`src/splh_ram.sv`:
```
// ----------------------------------------------------------------------------
// splh_ram
// Generic simple dual-port RAM: one write port, one read port, registered read.
// ----------------------------------------------------------------------------
module splh_ram #(
	parameter int WIDTH = 8,
	parameter int DEPTH = 16
) (
	input  logic                     clk,
	input  logic                     we,
	input  logic [$clog2(DEPTH)-1:0] waddr,
	input  logic [WIDTH-1:0]         wdata,
	input  logic [$clog2(DEPTH)-1:0] raddr,
	output logic [WIDTH-1:0]         rdata
);

	logic [WIDTH-1:0] mem [DEPTH];

	always_ff @(posedge clk) begin
		if (we) begin
			mem[waddr] <= wdata;
		end
		rdata <= mem[raddr];
	end

endmodule

```
`config.mk`:
```
export PLATFORM = sky130hd
export DESIGN_NAME = splh_ram
export DESIGN_NICKNAME = d
export VERILOG_FILES = /design/src/splh_ram.sv
export SDC_FILE = /design/constraint.sdc
export NUM_CORES = 1
export LEC_CHECK = 0
export BUFFER_PORTS_ARGS = -buffer_cell sky130_fd_sc_hd__clkbuf_2
export CORE_ASPECT_RATIO = 0.9
export CORE_MARGIN = 1
export CORE_UTILIZATION = 45
export DETAILED_ROUTE_END_ITERATION = 8
export GPL_TIMING_DRIVEN = 0
export HOLD_SLACK_MARGIN = 0.1
export SLEW_MARGIN = 5
export SYNTH_ARGS = -nofsm -noshare
export SYNTH_HDL_FRONTEND = slang
export SYNTH_SLANG_ARGS = --single-unit
```
`constraint.sdc`:
```
create_clock -name clk -period 1.95 [get_ports clk]
set_input_delay 0.0975 -clock clk [delete_from_list [all_inputs] [get_ports clk]]
set_output_delay 0.0975 -clock clk [all_outputs]
set_load 0.005 [all_outputs]
```
==> results.yml <==
run_status:
  outcome: "finished clean"
power:
  p_int_w: 0.00552
  p_sw_share_pct: 19.6
  clkPwrFrac_pct: 47.6
  finalPower_w: 0.00686
  leakagePower_nw: 2.03
  seqPwrFrac_pct: 47.9
  p_sw_w: 0.00134
  power_density_mw_per_mm2: 1130
  power_frac_comb_pct: 4.5
  ir_drop_mv: 0.814
global_routing:
  antenna_found_initial: 0
  grt_use_total_pct: 18.6
  grt_pass1_vias: 2288
  grt_start_max_net_pins: 17
  grt_overflow: 0
  grt_pass1_wl_mm: 14.4
sta:
  fin_skew_ns: 0.00799
  rsz0062_at_grt: "no"
  hold_viol_final: 0
  worst_pin_slew_ns: 1.31
  slew_headroom_pct: 12.0
  setup_viol: 0
  finalSetupTns_ns: 0
  fin_crit_sh_pct: 89.1
  slew_viol_final: 0
  period_needed_ns: 1.74
  max_freq_ghz: 0.575
clocking:
  post-cts-setup-buffers: 0
  hold_buffers: 0
  clk-insertion-delay-late_ns: 0.42
  clk_path_buf_depth: 2
  cts_buffers: 17
  cts_sinks: 136
  cts_max_level: 4
  cts-resized-gates: 0
  ctsRootBufferMaster: "clkbuf_16"
  cts.clk_slew.worst_paths_ns: 0.06
  cts_tree: "built"
synthesis:
  synth_cell_types: 19
  synth_compound_area_share_pct: 2.33
  ys.warnings.count: 0
  synthAdderAreaFrac_pct: 0
  ys_seq_area_share_pct: 77.8
  ys_ff_latch: 136
  synth_top_family_by_area: "multiplexers"
  synthSimpleGateAreaFrac_pct: 3.18
  synth.avg_cell_area_um2: 22.5
  muxShareOfSynthArea_pct: 15.0
  synthCells: 229
  synth_nets: 247
  synth_xor_area_share_pct: 0
  netlist_area_mm2: 0.00515
detailed_routing:
  drc: 0
  vias: 2367
  drtPass1Iterations: 4
  wl_per_cell_um: 22.2
  via_per_inst: 5.42
  drt-initial-drc-count: 191
  wl_mm: 9.72
  postRouteAntennaNets: 0
layout:
  area_growth_pct: 17.9
  antenna_cells: 0
  register_area_mm2: 0.00400
  final_common_cell: "edfxtp_1"
  nFillCells: 842
  mostFrequentLayoutCells: "edfxtp_1 (128), clkbuf_2 (24), mux4_2 (18)"
  drive_gt1_share_pct: 28.8
  final_cells: 437
  multi_input_area_mm2: 0.00106
  layout.nets: 290
floorplan:
  start_util_pct: 46.8
  rows: 36
  die-height_um: 103
  io_pins: 26
  chipWidth_um: 115
  fp.coreArea_mm2: 0.0110
  dieArea_mm2: 0.0119
worst_setup_path:
  end_kind: "flop"
  cp_num_buf_inv: 1
  cp_slowest_cell: "nor3_1"
  startpoint_type: "input port"
  crit_fanout: 8
  crit_required_ns: 1.97
  path_class: "in -> reg"
  worstPathArrival_ns: 1.76
  path_cells: "clkbuf_2, or3b_2, nor3_1"
  crit_family: "simple AND/OR/NAND/NOR gates"
  max_stage_delay_ns: 1.01
job:
  drv_cap: 0
placed_design:
  hpwl_mm: 6.03
  dp.cells: 405
  io_buffers: 24
  place_congestion: 0.671
hold_path:
  min-delay-path-class: "in -> reg"
[cells in the mapped netlist (all sizes together)]
master         count  area (um^2)
buf                7         56.3
nand2b             2         12.5
or3b               1         8.76
and2b              1         7.51
nand2              9         33.8
nand3b             2         15.0
nand3              1         5.00
nor2              13         48.8
edfxtp           128         3840
a22oi             16          120
mux4              32          773
and2               1         6.26
nor2b              1         6.26
nor3               4         20.0
clkdlybuf4s25      3         30.0
dfxtp              8          160
[power groups by stage]
stage                     clock network (W)  logic [W]  registers [W]
after global routing                0.00345   0.000336        0.00329
final                               0.00327   0.000309        0.00328
after CTS                           0.00333   0.000314        0.00328
after detailed placement                  0   0.000313        0.00334
after global placement                    0   0.000309        0.00334
after floorplan                           0   0.000166        0.00334
[cell type report]
class / count / share of cell area (%)
well taps: 152 / 3.13
flip-flops and latches: 136 / 66.0
multi-input cells: 83 / 17.4
clock inverters: 14 / 2.99
repair buffers: 24 / 1.98
plain buffers: 10 / 1.42
clock buffers: 18 / 7.07
[registers in the layout (all words and copies together), names as in the netlist]
name and cells:
mem 128, rdata 8
[final timing paths]
kind                            cells after the start            startpoint  slack, ns                  end
worst max register to register                      3  mem[15][6]$_DFFE_PP_       0.59     rdata[6]$_DFF_P_
worst min-delay path                                1              wdata[4]       0.16  mem[4][4]$_DFFE_PP_
worst min register to register                      3   mem[8][3]$_DFFE_PP_       0.69     rdata[3]$_DFF_P_
worst max-delay path                                3              waddr[2]       0.21  mem[0][3]$_DFFE_PP_
[cells by family after synthesis]
group	after synthesis
flip-flops	136
multiplexers	32
buffers and inverters	10
AND/OR/NAND/NOR	35
AO/OA/AOI/OAI	16
[worst reg2reg max path: cells and delay by family, from the launching register on]
kind / cells / cell delay [ns]
mux: 1 / 0.52
flops: 1 / 0.35
simple gates: 1 / 0.11
compound gates: 1 / 0.25
[routing by layer]
metal	track usage, %	up-vias	wire, um
li1	-	1064	-
met1	26.8	1216	4610
met2	26.2	76	4400
met3	6.47	11	606
met4	7.19	0	102
met5	0	-	0
[metrics by stage]
step                util (%)  worst slack (ns)  hold WS (ns)  area, um^2
floorplan                  -             0.360         0.196        5150
global placement        49.7            -0.262         0.469        5460
detailed placement      49.7            -0.268         0.468        5460
CTS                     55.2             0.151         0.138        6070
global route            55.2             0.177         0.167        6070
finish                  55.2             0.212         0.155        6070
No activity file was read; power rests on OpenSTA's default activity.
